--- config.mk ---
export PLATFORM = sky130hd
export DESIGN_NAME = sql_keyword_tokenizer
export DESIGN_NICKNAME = d
export VERILOG_FILES = /design/src/sv/skl_pkg.sv /design/src/sv/skl_front.sv /design/src/sv/skl_queue.sv /design/src/sv/skl_back.sv /design/src/sv/sql_keyword_tokenizer.sv
export SDC_FILE = /design/constraint.sdc
export NUM_CORES = 1
export LEC_CHECK = 0
export BUFFER_PORTS_ARGS = -buffer_cell sky130_fd_sc_hd__buf_2
export CELL_PAD_IN_SITES_DETAIL_PLACEMENT = 0
export CELL_PAD_IN_SITES_GLOBAL_PLACEMENT = 1
export CORE_UTILIZATION = 47
export CTS_BUF_LIST = sky130_fd_sc_hd__clkbuf_8
export DETAILED_ROUTE_END_ITERATION = 6
export GPL_TIMING_DRIVEN = 1
export PLACE_DENSITY_LB_ADDON = 0.1
export SYNTH_ARGS = -nofsm -noshare
export SYNTH_HDL_FRONTEND = slang
export SYNTH_SLANG_ARGS = --single-unit
--- constraint.sdc ---
create_clock -name aclk -period 8.2 [get_ports aclk]
set_input_delay 0.41 -clock aclk [delete_from_list [all_inputs] [get_ports aclk]]
set_output_delay 0.41 -clock aclk [all_outputs]
set_load 0.05 [all_outputs]
--- src/sv/skl_pkg.sv ---
package skl_pkg;

    localparam int POSITION_WIDTH = 16;
    localparam int LENGTH_WIDTH   = 8;
    localparam int KIND_WIDTH     = 4;
    localparam int KW_COUNT       = 5;
    localparam int KW_MAX_LEN     = 6;
    localparam int SKL_QUEUE_DEPTH = 4;

    localparam logic [POSITION_WIDTH-1:0] POS_MAX = {POSITION_WIDTH{1'b1}};
    localparam logic [LENGTH_WIDTH-1:0]   LEN_MAX = {LENGTH_WIDTH{1'b1}};

    localparam logic [KIND_WIDTH-1:0] KIND_IDENT  = 4'd0;
    localparam logic [KIND_WIDTH-1:0] KIND_STAR   = 4'd6;
    localparam logic [KIND_WIDTH-1:0] KIND_COMMA  = 4'd7;
    localparam logic [KIND_WIDTH-1:0] KIND_LPAREN = 4'd8;
    localparam logic [KIND_WIDTH-1:0] KIND_RPAREN = 4'd9;
    localparam logic [KIND_WIDTH-1:0] KIND_BAD    = 4'd10;
    localparam logic [KIND_WIDTH-1:0] KIND_EOF    = 4'd11;

    localparam logic OP_CHAR = 1'b0;
    localparam logic OP_END  = 1'b1;

    localparam logic [7:0] CH_STAR    = 8'h2A;
    localparam logic [7:0] CH_COMMA   = 8'h2C;
    localparam logic [7:0] CH_LPAREN  = 8'h28;
    localparam logic [7:0] CH_RPAREN  = 8'h29;
    localparam logic [7:0] CH_NEWLINE = 8'h0A;
    localparam logic [7:0] CH_SPACE   = 8'h20;

    // select, from, as, create, table
    localparam logic [7:0] KW_TEXT [KW_COUNT][KW_MAX_LEN] = '{
        '{8'h73, 8'h65, 8'h6C, 8'h65, 8'h63, 8'h74},
        '{8'h66, 8'h72, 8'h6F, 8'h6D, 8'h00, 8'h00},
        '{8'h61, 8'h73, 8'h00, 8'h00, 8'h00, 8'h00},
        '{8'h63, 8'h72, 8'h65, 8'h61, 8'h74, 8'h65},
        '{8'h74, 8'h61, 8'h62, 8'h6C, 8'h65, 8'h00}
    };
    localparam logic [2:0] KW_LEN [KW_COUNT] = '{3'd6, 3'd4, 3'd2, 3'd6, 3'd5};

    typedef struct packed {
        logic       operation;
        logic [7:0] char_code;
    } in_word_t;

    typedef struct packed {
        logic [KIND_WIDTH-1:0]     token_kind;
        logic [POSITION_WIDTH-1:0] line_number;
        logic [POSITION_WIDTH-1:0] start_offset;
        logic [LENGTH_WIDTH-1:0]   lexeme_length;
        logic                      last_of_run;
    } out_word_t;

    typedef struct packed {
        logic [KIND_WIDTH-1:0]     kind;
        logic [POSITION_WIDTH-1:0] line;
        logic [POSITION_WIDTH-1:0] start;
        logic [LENGTH_WIDTH-1:0]   len;
    } tok_t;

    // first token always valid; second optional
    typedef struct packed {
        tok_t first;
        logic second_vld;
        tok_t second;
    } job_t;

    typedef struct packed {
        logic not_empty;
        logic full;
    } q_stat_t;

endpackage

--- src/sv/skl_front.sv ---
module skl_front (
    input  logic             aclk,
    input  logic             aresetn,
    input  logic             s_valid,
    output logic             s_ready,
    input  skl_pkg::in_word_t s_word,
    input  skl_pkg::q_stat_t q_stat,
    output logic             push,
    output skl_pkg::job_t    push_job
);
    import skl_pkg::*;

    logic                      in_word_reg, in_word_next;
    logic [POSITION_WIDTH-1:0] word_start_reg, word_start_next;
    logic [LENGTH_WIDTH-1:0]   word_length_reg, word_length_next;
    logic [KW_COUNT-1:0]       kw_alive_reg, kw_alive_next;
    logic [POSITION_WIDTH-1:0] line_count_reg, line_count_next;
    logic [POSITION_WIDTH-1:0] byte_pos_reg, byte_pos_next;

    logic                    accept;
    logic                    is_letter, is_blank, has_sym;
    logic [KIND_WIDTH-1:0]   word_kind, sym_kind;
    logic [KW_COUNT-1:0]     alive_base;
    logic [LENGTH_WIDTH-1:0] len_base;
    tok_t                    word_tok, sym_tok;

    assign s_ready = !q_stat.full;
    assign accept  = s_valid && s_ready;

    always_comb begin
        is_letter = (s_word.operation == OP_CHAR) &&
                    (s_word.char_code inside {[8'h41:8'h5A], [8'h61:8'h7A]});
        is_blank  = (s_word.char_code == CH_SPACE) ||
                    (s_word.char_code inside {[8'h09:8'h0D]});
        case (s_word.char_code)
            CH_STAR:   sym_kind = KIND_STAR;
            CH_COMMA:  sym_kind = KIND_COMMA;
            CH_LPAREN: sym_kind = KIND_LPAREN;
            CH_RPAREN: sym_kind = KIND_RPAREN;
            default:   sym_kind = KIND_BAD;
        endcase
        if (s_word.operation == OP_END) begin
            sym_kind = KIND_EOF;
        end
        has_sym = (s_word.operation == OP_END) || (!is_letter && !is_blank);
    end

    // keyword lookup on the pending word, lowest index wins
    always_comb begin
        word_kind = KIND_IDENT;
        for (int i = KW_COUNT - 1; i >= 0; i--) begin
            if (kw_alive_reg[i] && word_length_reg == LENGTH_WIDTH'(KW_LEN[i])) begin
                word_kind = KIND_WIDTH'(i + 1);
            end
        end
    end

    always_comb begin
        word_tok.kind  = word_kind;
        word_tok.line  = line_count_reg;
        word_tok.start = word_start_reg;
        word_tok.len   = word_length_reg;
        sym_tok.kind   = sym_kind;
        sym_tok.line   = line_count_reg;
        sym_tok.start  = byte_pos_reg;
        sym_tok.len    = (s_word.operation == OP_END) ? '0 : LENGTH_WIDTH'(1);

        push_job.first      = in_word_reg ? word_tok : sym_tok;
        push_job.second_vld = in_word_reg && has_sym;
        push_job.second     = sym_tok;
        push = accept && !is_letter && (in_word_reg || has_sym);
    end

    always_comb begin
        in_word_next     = in_word_reg;
        word_start_next  = word_start_reg;
        word_length_next = word_length_reg;
        kw_alive_next    = kw_alive_reg;
        line_count_next  = line_count_reg;
        byte_pos_next    = byte_pos_reg;
        alive_base       = in_word_reg ? kw_alive_reg : '1;
        len_base         = in_word_reg ? word_length_reg : '0;
        if (accept) begin
            if (s_word.operation == OP_END) begin
                in_word_next     = 1'b0;
                word_start_next  = '0;
                word_length_next = '0;
                kw_alive_next    = '1;
                line_count_next  = POSITION_WIDTH'(1);
                byte_pos_next    = '0;
            end else begin
                if (is_letter) begin
                    in_word_next = 1'b1;
                    if (!in_word_reg) begin
                        word_start_next = byte_pos_reg;
                    end
                    for (int i = 0; i < KW_COUNT; i++) begin
                        kw_alive_next[i] = alive_base[i] &&
                            (len_base < LENGTH_WIDTH'(KW_LEN[i])) &&
                            (KW_TEXT[i][len_base[2:0]] == s_word.char_code);
                    end
                    word_length_next = (len_base < LEN_MAX) ? len_base + 1'b1 : len_base;
                end else begin
                    in_word_next     = 1'b0;
                    word_length_next = '0;
                    kw_alive_next    = '1;
                    if (s_word.char_code == CH_NEWLINE && line_count_reg < POS_MAX) begin
                        line_count_next = line_count_reg + 1'b1;
                    end
                end
                if (byte_pos_reg < POS_MAX) begin
                    byte_pos_next = byte_pos_reg + 1'b1;
                end
            end
        end
    end

    always_ff @(posedge aclk) begin
        if (!aresetn) begin
            in_word_reg     <= 1'b0;
            word_start_reg  <= '0;
            word_length_reg <= '0;
            kw_alive_reg    <= '1;
            line_count_reg  <= POSITION_WIDTH'(1);
            byte_pos_reg    <= '0;
        end else begin
            in_word_reg     <= in_word_next;
            word_start_reg  <= word_start_next;
            word_length_reg <= word_length_next;
            kw_alive_reg    <= kw_alive_next;
            line_count_reg  <= line_count_next;
            byte_pos_reg    <= byte_pos_next;
        end
    end

endmodule

--- src/sv/skl_queue.sv ---
module skl_queue #(
    parameter int DEPTH = skl_pkg::SKL_QUEUE_DEPTH
) (
    input  logic             aclk,
    input  logic             aresetn,
    input  logic             push,
    input  skl_pkg::job_t    push_job,
    input  logic             pop,
    output skl_pkg::job_t    pop_job,
    output skl_pkg::q_stat_t q_stat
);
    import skl_pkg::*;

    localparam int PTR_W = (DEPTH > 1) ? $clog2(DEPTH) : 1;
    localparam int CNT_W = $clog2(DEPTH + 1);

    job_t             mem_reg [DEPTH];
    logic [PTR_W-1:0] wr_ptr_reg, wr_ptr_next;
    logic [PTR_W-1:0] rd_ptr_reg, rd_ptr_next;
    logic [CNT_W-1:0] count_reg, count_next;
    logic             do_push, do_pop;

    assign q_stat.not_empty = (count_reg != '0);
    assign q_stat.full      = (count_reg == CNT_W'(DEPTH));
    assign do_push = push && !q_stat.full;
    assign do_pop  = pop && q_stat.not_empty;
    assign pop_job = mem_reg[rd_ptr_reg];

    always_comb begin
        wr_ptr_next = wr_ptr_reg;
        rd_ptr_next = rd_ptr_reg;
        count_next  = count_reg;
        if (do_push) begin
            wr_ptr_next = (wr_ptr_reg == PTR_W'(DEPTH - 1)) ? '0 : wr_ptr_reg + 1'b1;
        end
        if (do_pop) begin
            rd_ptr_next = (rd_ptr_reg == PTR_W'(DEPTH - 1)) ? '0 : rd_ptr_reg + 1'b1;
        end
        if (do_push && !do_pop) begin
            count_next = count_reg + 1'b1;
        end else if (do_pop && !do_push) begin
            count_next = count_reg - 1'b1;
        end
    end

    always_ff @(posedge aclk) begin
        if (do_push) begin
            mem_reg[wr_ptr_reg] <= push_job;
        end
    end

    always_ff @(posedge aclk) begin
        if (!aresetn) begin
            wr_ptr_reg <= '0;
            rd_ptr_reg <= '0;
            count_reg  <= '0;
        end else begin
            wr_ptr_reg <= wr_ptr_next;
            rd_ptr_reg <= rd_ptr_next;
            count_reg  <= count_next;
        end
    end

endmodule

--- src/sv/skl_back.sv ---
module skl_back (
    input  logic              aclk,
    input  logic              aresetn,
    input  skl_pkg::q_stat_t  q_stat,
    input  skl_pkg::job_t     pop_job,
    output logic              pop,
    output logic              m_valid,
    input  logic              m_ready,
    output skl_pkg::out_word_t m_word
);
    import skl_pkg::*;

    logic      m_valid_reg, m_valid_next;
    out_word_t m_word_reg, m_word_next;
    logic      pend_reg, pend_next;
    tok_t      hold_reg, hold_next;
    logic      out_free;

    function automatic out_word_t to_word(input tok_t t, input logic last);
        out_word_t w;
        w.token_kind    = t.kind;
        w.line_number   = t.line;
        w.start_offset  = t.start;
        w.lexeme_length = t.len;
        w.last_of_run   = last;
        return w;
    endfunction

    assign out_free = !m_valid_reg || m_ready;
    assign m_valid  = m_valid_reg;
    assign m_word   = m_word_reg;

    always_comb begin
        m_valid_next = m_valid_reg;
        m_word_next  = m_word_reg;
        pend_next    = pend_reg;
        hold_next    = hold_reg;
        pop          = 1'b0;
        if (out_free) begin
            if (pend_reg) begin
                m_valid_next = 1'b1;
                m_word_next  = to_word(hold_reg, 1'b1);
                pend_next    = 1'b0;
            end else if (q_stat.not_empty) begin
                pop          = 1'b1;
                m_valid_next = 1'b1;
                m_word_next  = to_word(pop_job.first, !pop_job.second_vld);
                pend_next    = pop_job.second_vld;
                hold_next    = pop_job.second;
            end else begin
                m_valid_next = 1'b0;
            end
        end
    end

    always_ff @(posedge aclk) begin
        m_word_reg <= m_word_next;
        hold_reg   <= hold_next;
    end

    always_ff @(posedge aclk) begin
        if (!aresetn) begin
            m_valid_reg <= 1'b0;
            pend_reg    <= 1'b0;
        end else begin
            m_valid_reg <= m_valid_next;
            pend_reg    <= pend_next;
        end
    end

endmodule

--- src/sv/sql_keyword_tokenizer.sv ---
// channel | dir | handshake         | word
// s_      | in  | s_valid / s_ready | operation, char_code
// m_      | out | m_valid / m_ready | token_kind, line_number, start_offset,
//         |     |                   | lexeme_length, last_of_run
// One input word per cycle while s_ready is high; each makes 0 to 2 tokens,
// emitted 1 per cycle while m_ready is high. A job is registered in the queue,
// then in m_word_reg; the back end's one token per cycle bounds the rate.
// Reset: synchronous active-low aresetn; counters to line 1, offset 0.
// s_ready drops only while the job queue is full; m_ready stalls hold m_word.
module sql_keyword_tokenizer #(
    parameter int QUEUE_DEPTH = skl_pkg::SKL_QUEUE_DEPTH
) (
    input  logic               aclk,
    input  logic               aresetn,
    input  logic               s_valid,
    output logic               s_ready,
    input  skl_pkg::in_word_t  s_word,
    output logic               m_valid,
    input  logic               m_ready,
    output skl_pkg::out_word_t m_word
);
    import skl_pkg::*;

    q_stat_t q_stat;
    logic    push, pop;
    job_t    push_job, pop_job;

    skl_front u_front (
        .aclk     (aclk),
        .aresetn  (aresetn),
        .s_valid  (s_valid),
        .s_ready  (s_ready),
        .s_word   (s_word),
        .q_stat   (q_stat),
        .push     (push),
        .push_job (push_job)
    );

    skl_queue #(
        .DEPTH (QUEUE_DEPTH)
    ) u_queue (
        .aclk     (aclk),
        .aresetn  (aresetn),
        .push     (push),
        .push_job (push_job),
        .pop      (pop),
        .pop_job  (pop_job),
        .q_stat   (q_stat)
    );

    skl_back u_back (
        .aclk    (aclk),
        .aresetn (aresetn),
        .q_stat  (q_stat),
        .pop_job (pop_job),
        .pop     (pop),
        .m_valid (m_valid),
        .m_ready (m_ready),
        .m_word  (m_word)
    );

endmodule

### After elaboration in Yosys (flattened, before gate mapping)

Memories as Yosys holds them, arrays and structs flattened. A register that Yosys moved wholly into a read port is not among the register bits.
Cells that the tools add are included.

| operators by class | value |
|---|---|
| $add $sub $neg | 7 |
| $mul | 0 |
| divide/modulo/power cells | 0 |
| magnitude comparators | 14 |
| equality and inequality tests | 20 |
| shift-type cells | 0 |
| multiplexer cells | 52 |
| bitwise operators | 3 |
| reduce and logical (&&, ||, !) cells | 52 |

Operator list:

| operator | count |
|---|---|
| $mux 16 | 8 |
| $mux 8 | 14 |
| $mux 45 | 2 |
| $mux 44 | 1 |
| $eq 8x6->1 const B | 5 |
| $eq 8x8->1 | 5 |
| $add 16x1->16 const B | 2 |
| $lt 16x16->1 const B | 2 |
| $logic_and 1x1->1 | 29 |
| $eq 8x3->1 const B | 3 |
| $lt 8x3->1 const B | 3 |
| $mux 3 | 7 |
| $ge 8x7->1 const B | 2 |
| $le 8x7->1 const B | 2 |
| $pmux 4 s4 | 1 |
| $mux 5 | 3 |
| $reduce_bool 2->1 | 6 |
| $mux 1 | 11 |
| $reduce_and 3->1 | 3 |
| $add 8x1->8 const B | 1 |
| $eq 8x2->1 const B | 1 |
| $eq 8x4->1 const B | 1 |
| $ge 8x4->1 const B | 1 |
| $le 8x4->1 const B | 1 |
| other kinds (17) | 34 |

| storage, ports and cells | value |
|---|---|
| flip-flop bits (word level) | 160 |
| bits in latches | 0 |
| memory bits (writable) | 328 |
| bits in read-only memories | 320 |
| input bits | 13 |
| output and inout bits | 47 |
| logic and storage cells | 174 |
| memories | 6 |

Memories:

| memory | depth | width | rd ports | clocked after Yosys merged registers in | wr ports | line | text |
|---|---|---|---|---|---|---|---|
| u_queue.mem_reg | 4 | 82 | 1 | 1 | 1 | skl_queue.sv:17 | `job_t mem_reg [DEPTH];` |
| (name not given) | 8 | 8 | 1 | 0 | 0 | skl_front.sv:100 | `(KW_TEXT[i][len_base[2:0]] == s_word.char_code);` |
| (name not given) | 8 | 8 | 1 | 0 | 0 | skl_front.sv:100 |  |
| (name not given) | 8 | 8 | 1 | 0 | 0 | skl_front.sv:100 |  |
| (name not given) | 8 | 8 | 1 | 0 | 0 | skl_front.sv:100 |  |
| (name not given) | 8 | 8 | 1 | 0 | 0 | skl_front.sv:100 |  |

### Logic depth before layout (Yosys ltp)

Gate-level depths: netlist (run 1).

| logic depth | value |
|---|---|
| depth after elaboration | 14 |
| gate-level depth with buffers | 12 |
| depth with buffers taken out | 10 |

### Cells and area by module

Synthesis (run 1) repeated with hierarchy kept, for this count alone.

| second synthesis, totals | value |
|---|---|
| cells, all modules | 1175 |
| area, all modules | 20786.2 µm² |

By module, submodules not included:

| module | instances | cells each | area each (µm²) | seq. area each (µm²) |
|---|---|---|---|---|
| skl_queue | 1 | 516 | 13292.7 | 10870.4 |
| skl_front | 1 | 509 | 4151.5 | 1241.2 |
| skl_back | 1 | 150 | 3342.0 | 2712.6 |

### Worst setup path after synthesis (run 1)

Ideal clock, no wire load.

| timing path | value |
|---|---|
| path type | reg-to-reg |
| start | reg u_back.m_valid_reg, in the netlist u_back.m_valid |
| end | reg u_queue.count_reg[2] |
| setup time | 0.073 ns |
| data arrival time | 4.850 ns |
| data required time | 8.127 ns |
| slack | 3.277 ns |
| stages on the path, launching flop included | 10 |
| period minus slack after synthesis | 4.923 ns |
| path through | dfxtp_1 -> nor2b_1 -> nor3_1 -> inv_1 -> ha_1 -> inv_1 -> fa_1 -> xor2_1 -> or3_1 -> a21oi_1 |

| on the way | value |
|---|---|
| longest elaborated chain between the ends | 7 |
| elaborated cells on any way between the ends | 9 |

Ends and longest elaborated chain:

| what | line | text |
|---|---|---|
| from (decl) | skl_back.sv:13 | `logic m_valid_reg, m_valid_next;` |
| from (signal assigned) | skl_back.sv:66 | `m_valid_reg <= m_valid_next;` |
| $logic_not 1->1 (*) | skl_back.sv:29 | `assign out_free = !m_valid_reg \|\| m_ready;` |
| $logic_or 1x1->1 (*) | skl_back.sv:29 |  |
| $mux 1 (*) | skl_back.sv:39 | `if (out_free) begin` |
| $logic_and 1x1->1 (*) | skl_queue.sv:26 | `assign do_pop = pop && q_stat.not_empty;` |
| $logic_not 1->1 | skl_queue.sv:39 | `if (do_push && !do_pop) begin` |
| $logic_and 1x1->1 | skl_queue.sv:39 |  |
| $mux 3 or $reduce_bool 2->1 (tied branches) | n/a |  |
| to (signal assigned) | skl_queue.sv:60 | `count_reg <= count_next;` |
| to (decl) | skl_queue.sv:20 | `logic [CNT_W-1:0] count_reg, count_next;` |

Mark *: on every way between the ends. The rest lies on a longest branch, timed or not.
A chain may end at the register's enable or synchronous reset.

### Worst setup path in the final report (run 1)

| timing path | value |
|---|---|
| start | reg u_queue.count_reg[0] |
| end | mem u_queue.mem_reg[1][69] (netlist bit), enable pin |

| on the way | value |
|---|---|
| longest elaborated chain between the ends | 8 |

Ends and longest elaborated chain:

| what | line | text |
|---|---|---|
| $eq 3x3->1 (*) | skl_queue.sv:24 | `assign q_stat.full = (count_reg == CNT_W'(DEPTH));` |
| $logic_not 1->1 (*) | skl_front.sv:27, skl_queue.sv:25 |  |
| $logic_and 1x1->1 | skl_front.sv:28 | `assign accept = s_valid && s_ready;` |
| $logic_and 1x1->1 (2 in series) | skl_front.sv:71 | `push = accept && !is_letter && (in_word_reg \|\| has_sym);` |
| $logic_and 1x1->1 (*) | skl_queue.sv:25 | `assign do_push = push && !q_stat.full;` |
| $mux 1 (*) | skl_queue.sv:47 | `if (do_push) begin` |
| $mux 1 (implied by the code) (*) | skl_queue.sv:48 | `mem_reg[wr_ptr_reg] <= push_job;` |
| to (decl) | skl_queue.sv:17 |  |

Marks and branches as above.

==> impl_metrics.toml, run 1 <==
[floorplan]
die_area_um2 = 36810
fp.coreArea_um2 = 35480
start_util_pct = 47.75
ios = 60
chipWidth_um = 191.9
rows = 69
die_h_um = 191.9

[logic_synthesis]
syn-cell-area_um2 = 16940
async_reset_ff_share_pct = 0
ys_warn_count = 0
synth.avg_cell_area_um2 = 16.51
ys_seq_area_share_pct = 69.95
synth.area.top_cells = "edfxtp_1 61%, mux4_2 8.8%, dfxtp_1 8.6%"
yosysTopAreaCell = "edfxtp_1"
synth_cell_types = 75
synth_edf_count = 346
synth_fp_nets = 1057
syn_inst = 1026
ys_seq_elements = 419
dominantRegCellSynth = "edfxtp_1"
yosysTopAreaCellShare_pct = 61.32

[worst_setup_path]
worstPathRequired_ns = 8.40
cp-startpoint = "u_queue.count_reg[0]$_SDFFE_PN0P_"
start_kind = "flip-flop"
r2r-end = "u_queue.mem_reg[1][69]$_DFFE_PP_"
arrival_ns = 3.56
reg2reg_slack_ns = 4.84
ff2ff_path_depth = 4
path_max_fanout = 36
end_kind = "flip-flop"
endpoint = "u_queue.mem_reg[1][69]$_DFFE_PP_"
worstSetupPathType = "reg -> reg"
r2r-start = "u_queue.count_reg[0]$_SDFFE_PN0P_"

[detailed_routing]
wire_per_inst_um = 21.16
drc = 0
route.vias.total = 9089
wl_um = 34560
drtIter0Drc = 535
avgViaCountPerCell = 5.566
dr.pass1.iters = 4
ant_nets = 0

[job]
drv_cap = 0

[cells_and_area]
regArea_um2 = 11860
largest_register_ffs = 264
finalCoreUtilization_pct = 53.59
final_cell_mix = "346 x edfxtp_1, 75 x clkbuf_8, 70 x dfxtp_1"
fill_cells = 2915
nets = 1147
multi_input_area_um2 = 4782
num_antenna_cells = 0
areaGrowthSynthToFinish_pct = 12.22
layout-drive-gt1-share_pct = 25.85
final_common_cell = "edfxtp_1"

[pwr]
peakVddDrop_uv = 220.1
total_power_mw = 6.113
p_leak_nw = 6.365
pwr_density_cell_nw_per_um2 = 321.5

[cts]
cts_resized = 0
cts_tree = "built"
clk_latency_ns = 0.59
clockBufferDepth = 3
htreeDepth = 3
path_clk_slew_ns = 0.07
ctsHoldBuffers = 0
postCtsSetupBuffers = 0
cts_buffers = 70
clock-sinks = 419
cts_root_buffer = "clkbuf_8"

[sta]
skew_ns = 0.02968
fmax_ghz = 0.2975
rsz0062_at_grt = "false"
fin_setup_tns_ns = 0
holdWs_ns = 0.1497
setup_violations = 0
slew_violations = 0
maxSlewHeadroom_pct = 15.44
hold_violations = 0
worst_slew_pin_slew_ns = 1.262
fin_crit_sh_pct = 41.00
fin_crit_ns = 3.362

[outcome]
status = "finished, final reports clean"

[grt]
antenna_found_initial = 0
use_met2_pct = 32.28
grt_pass1_vias = 9264
overflow = 0
grtUsageMet3_pct = 3.490
grt_use_met1_pct = 26.15
track_usage_pct = 19.56
grt-busiest-layer = "met2"
grt_pass1_wl_um = 53980
grt_max_degree = 49

[placement]
dpl.hpwl_um = 20110
place_congestion = 0.7987
port_buffers = 59

[min_path]
hold_path_class = "in -> reg"
Yosys cell counts (all sizes together), types with 22 or more instances:
master  instances
a21oi          33
buf            22
nand2          41
edfxtp        346
mux2           53
mux4           66
o21ai          26
inv            23
nor2           47
clkbuf         32
xnor2          24
dfxtp          73
worst min path at each step:
stage | slack, ns | cells past startpoint | endpoint | start
finish | 0.15 | 2 | u_front.line_count_reg[0]$_SDFFE_PN1P_ | aresetn
global route | 0.15 | 2 | u_front.line_count_reg[0]$_SDFFE_PN1P_ | aresetn
CTS | 0.12 | 2 | u_front.line_count_reg[0]$_SDFFE_PN1P_ | aresetn
detailed placement | 0.46 | 1 | u_front.word_start_reg[11]$_SDFFE_PN0P_ | u_front.word_start_reg[11]$_SDFFE_PN0P_
global placement | 0.46 | 1 | u_front.word_start_reg[11]$_SDFFE_PN0P_ | u_front.word_start_reg[11]$_SDFFE_PN0P_
floorplan | 0.44 | 1 | u_front.word_start_reg[0]$_SDFFE_PN0P_ | u_front.word_start_reg[0]$_SDFFE_PN0P_
critical path, stage by stage, from the launching register on:
cell and delay, ns:
dfxtp_1 0.43, or3b_1 0.27, and2_1 0.67, and3_2 0.93, buf_4 0.62
power breakdown:
group / switching (mW) / leakage, nW / total, mW / internal, mW
Combinational: 0.977 / 1.81 / 1.49 / 0.516
Clock: 0.812 / 0.773 / 1.70 / 0.886
Sequential: 0.156 / 3.78 / 2.92 / 2.77
Total: 1.94 / 6.37 / 6.11 / 4.17
per-layer routing:
layer | vias up | routed length, um
met2 | 186 | 17110
met3 | 67 | 1352
li1 | 4245 | -
met1 | 4591 | 15320
met4 | 0 | 779
met5 | - | 0
through the flow:
step	worst slack, ns	instance area (um^2)	std cells
2_1_floorplan	3.277	16940	1026
3_3_place_gp	4.572	17710	1505
3_5_place_dp	4.486	17710	1505
4_1_cts	4.788	19010	1633
5_1_grt	4.585	19010	1633
6_report	4.838	19010	1633
layout make-up:
| cell class | instances | share of cell area [%] |
|---|---|---|
| sequential | 419 | 62.36 |
| tap | 461 | 3.033 |
| inverter | 26 | 0.5133 |
| timing repair buffer | 72 | 2.066 |
| clock inverter | 53 | 1.448 |
| clock buffer | 75 | 5.429 |
| multi-input combinational | 527 | 25.15 |
logic make-up (layout without fill, tap and decap cells):
kind of cell,Yosys count,in the layout,share of synthesized area (%)
flip-flops,419,419,69.95
AO/OA/AOI/OAI,130,130,5.265
adder cells (fa/ha/maj),18,18,1.373
AND/OR/NAND/NOR,220,220,7.052
multiplexers,125,125,12.65
XOR/XNOR,34,34,1.757
buffers and inverters,80,226,1.957
No activity file was read; power rests on OpenSTA's default activity.
==> inputs of run 2 (changes only) <==
- clock period: 8.2 -> 3.1 ns (I/O delays scaled with it)
==> run 2 against run 1 <==
The run now ends with DRC left. Via count grew 1.4%. Worst setup slack lost 4.3 ns. Die area is the same. Sequential share of layout area shrank 1.5 points. First-iteration DRC count shrank 10%. Flip-flop and latch count is the same. Sequential power grew to 2.6 times the previous value.
==> impl_metrics.toml, run 2 (same netlist as run 1, synthesis figures left out) <==
[placement]
port_buffers = 59
dpl.hpwl_um = 20720
place_inst = 1531
pre_cts_ws_ns = 0.3612
place_congestion = 0.8176
dpl-instance-area_um2 = 18050

[sta]
fin_crit_ns = 2.572
maxSlewHeadroom_pct = 42.64
fin_setup_tns_ns = 0
worst_slack_ns = 0.5280
fin_crit_sh_pct = 82.97
hold_violations = 0
slew_violations = 0
setup_violations = 0
skew_ns = 0.02500
rsz0062_at_grt = "false"
worst_slew_pin_slew_ns = 0.8538
fmax_ghz = 0.3888

[worst_setup_path]
r2r-end = "u_queue.count_reg[2]$_SDFFE_PN0P_"
cp_top_family = "adder cells"
crit_path_top_delay_cell = "dfxtp_1"
crit_buf_inv = 2
r2r-start = "u_front.in_word_reg$_SDFFE_PN0P_"
slowest_delay_ns = 0.59
end_kind = "flip-flop"
crit_chain = "clkinv_1 -> o2111ai_1 -> a31oi_1 -> nor2_1 -> ha_1 -> inv_1 -> fa_1 -> xor2_1 -> or3_1 -> a21oi_1"
endpoint = "u_queue.count_reg[2]$_SDFFE_PN0P_"
reg2reg_slack_ns = 0.53
worstPathRequired_ns = 3.59
worstSetupPathType = "reg -> reg"
path_depth = 10
start_kind = "flip-flop"
ff2ff_path_depth = 10
arrival_ns = 3.07
path_max_fanout = 12
cp-startpoint = "u_front.in_word_reg$_SDFFE_PN0P_"

[floorplan]
start_util_pct = 47.75
rows = 69
die_area_um2 = 36810
die_h_um = 191.9
fp.coreArea_um2 = 35480
ios = 60
chipWidth_um = 191.9

[grt]
antenna_found_initial = 0
grt_pass1_wl_um = 55240
grt_max_degree = 53
grt_pass1_vias = 9689
overflow = 0
track_usage_pct = 19.90

[pwr]
p_leak_nw = 6.571
pwr_density_cell_nw_per_um2 = 855.4
peakVddDrop_uv = 727.2

[detailed_routing]
wire_per_inst_um = 20.97
ant_nets = 0
dr.pass1.iters = 7
drc = 2
route.vias.total = 9215
avgViaCountPerCell = 5.531
drtIter0Drc = 479
wl_um = 34940

[cells_and_area]
final_cells = 1666
final_cell_mix = "346 x edfxtp_1, 81 x clkbuf_8, 70 x dfxtp_1"
final_cell_area_um2 = 19500
layout-drive-gt1-share_pct = 27.88
num_antenna_cells = 0
areaGrowthSynthToFinish_pct = 15.07
largest_register_ffs = 264
nets = 1178
finalCoreUtilization_pct = 54.95
final_common_cell = "edfxtp_1"

[cts]
htreeDepth = 3
cts_resized = 0
clockBufferDepth = 3
clock-sinks = 419
cts_buffers = 71
path_clk_slew_ns = 0.05
cts_tree = "built"
clk_latency_ns = 0.58
cts_root_buffer = "clkbuf_8"

[outcome]
status = "complete, but fails checks"
violations = "DRC"

[min_path]
hold_path_class = "in -> reg"
hold-path-cell-count = 3

[job]
drv_cap = 0
-- run 2: changes by cell type in the layout (fill, tap and decap cells not counted), moves of 2 or more --
cell	delta
clkinv_1	+5
dlygate4sd3_1	+4
buf_4	+16
clkbuf_8	+6
and3_4	+4
and3_2	-4
clkinv_2	+4
inv_1	-9
buf_12	+10
bufinv_16	+2
clkinvlp_4	-2
-- run 2: cell type report --
cell class / count / area (um^2)
flip-flops and latches: 419 / 11860
repair buffers: 102 / 753.2
clock buffers: 81 / 1115
well taps: 461 / 576.8
inverters: 26 / 97.59
fillers: 2877 / 15990
multi-input cells: 527 / 4803
clock inverters: 50 / 291.5
-- run 2: what timing repair did --
action,in CTS,in global routing
endpoints found under the hold margin,10,0
buffers inserted,0,0
hold buffers,4,0
-- run 2: through the flow --
stage	hold WS [ns]	total power [mW]
finish	0.04460	16.68
global route	0.08914	17.51
CTS	0.01878	16.99
detailed placement	0.4577	12.10
global placement	0.4558	12.05
floorplan	0.3314	10.82
-- run 2: power by group --
part           switching (mW)  internal, mW
registers               0.330          7.31
clock network            2.15          2.65
logic                    2.72          1.51
-- run 2: worst min-delay path by stage --
| stage | from | end | slack (ns) |
|---|---|---|---|
| floorplan | s_word[5] | u_front.kw_alive_reg[3]$_SDFFE_PN1P_ | 0.33 |
| global placement | u_front.word_start_reg[0]$_SDFFE_PN0P_ | u_front.word_start_reg[0]$_SDFFE_PN0P_ | 0.46 |
| detailed placement | u_front.word_start_reg[14]$_SDFFE_PN0P_ | u_front.word_start_reg[14]$_SDFFE_PN0P_ | 0.46 |
| CTS | s_word[6] | u_front.kw_alive_reg[4]$_SDFFE_PN1P_ | 0.02 |
| global route | s_word[6] | u_front.kw_alive_reg[4]$_SDFFE_PN1P_ | 0.09 |
| finish | s_word[6] | u_front.kw_alive_reg[4]$_SDFFE_PN1P_ | 0.04 |
-- run 2: tightest hold or removal path: stages --
cell,delay [ns]
buf_2,0.15
a31oi_1,0.19
o41ai_1,0.07
-- run 2: metal layers --
| metal | part of all wire, % | up-vias | track usage, % | routed length [um] |
|---|---|---|---|---|
| met5 | 0 | - | 0 | 0 |
| met4 | 1.8 | 0 | 6.227 | 612 |
| met3 | 4.1 | 56 | 3.800 | 1434 |
| met2 | 49 | 188 | 32.25 | 17030 |
| met1 | 45 | 4662 | 27.16 | 15860 |
| li1 | - | 4309 | - | - |
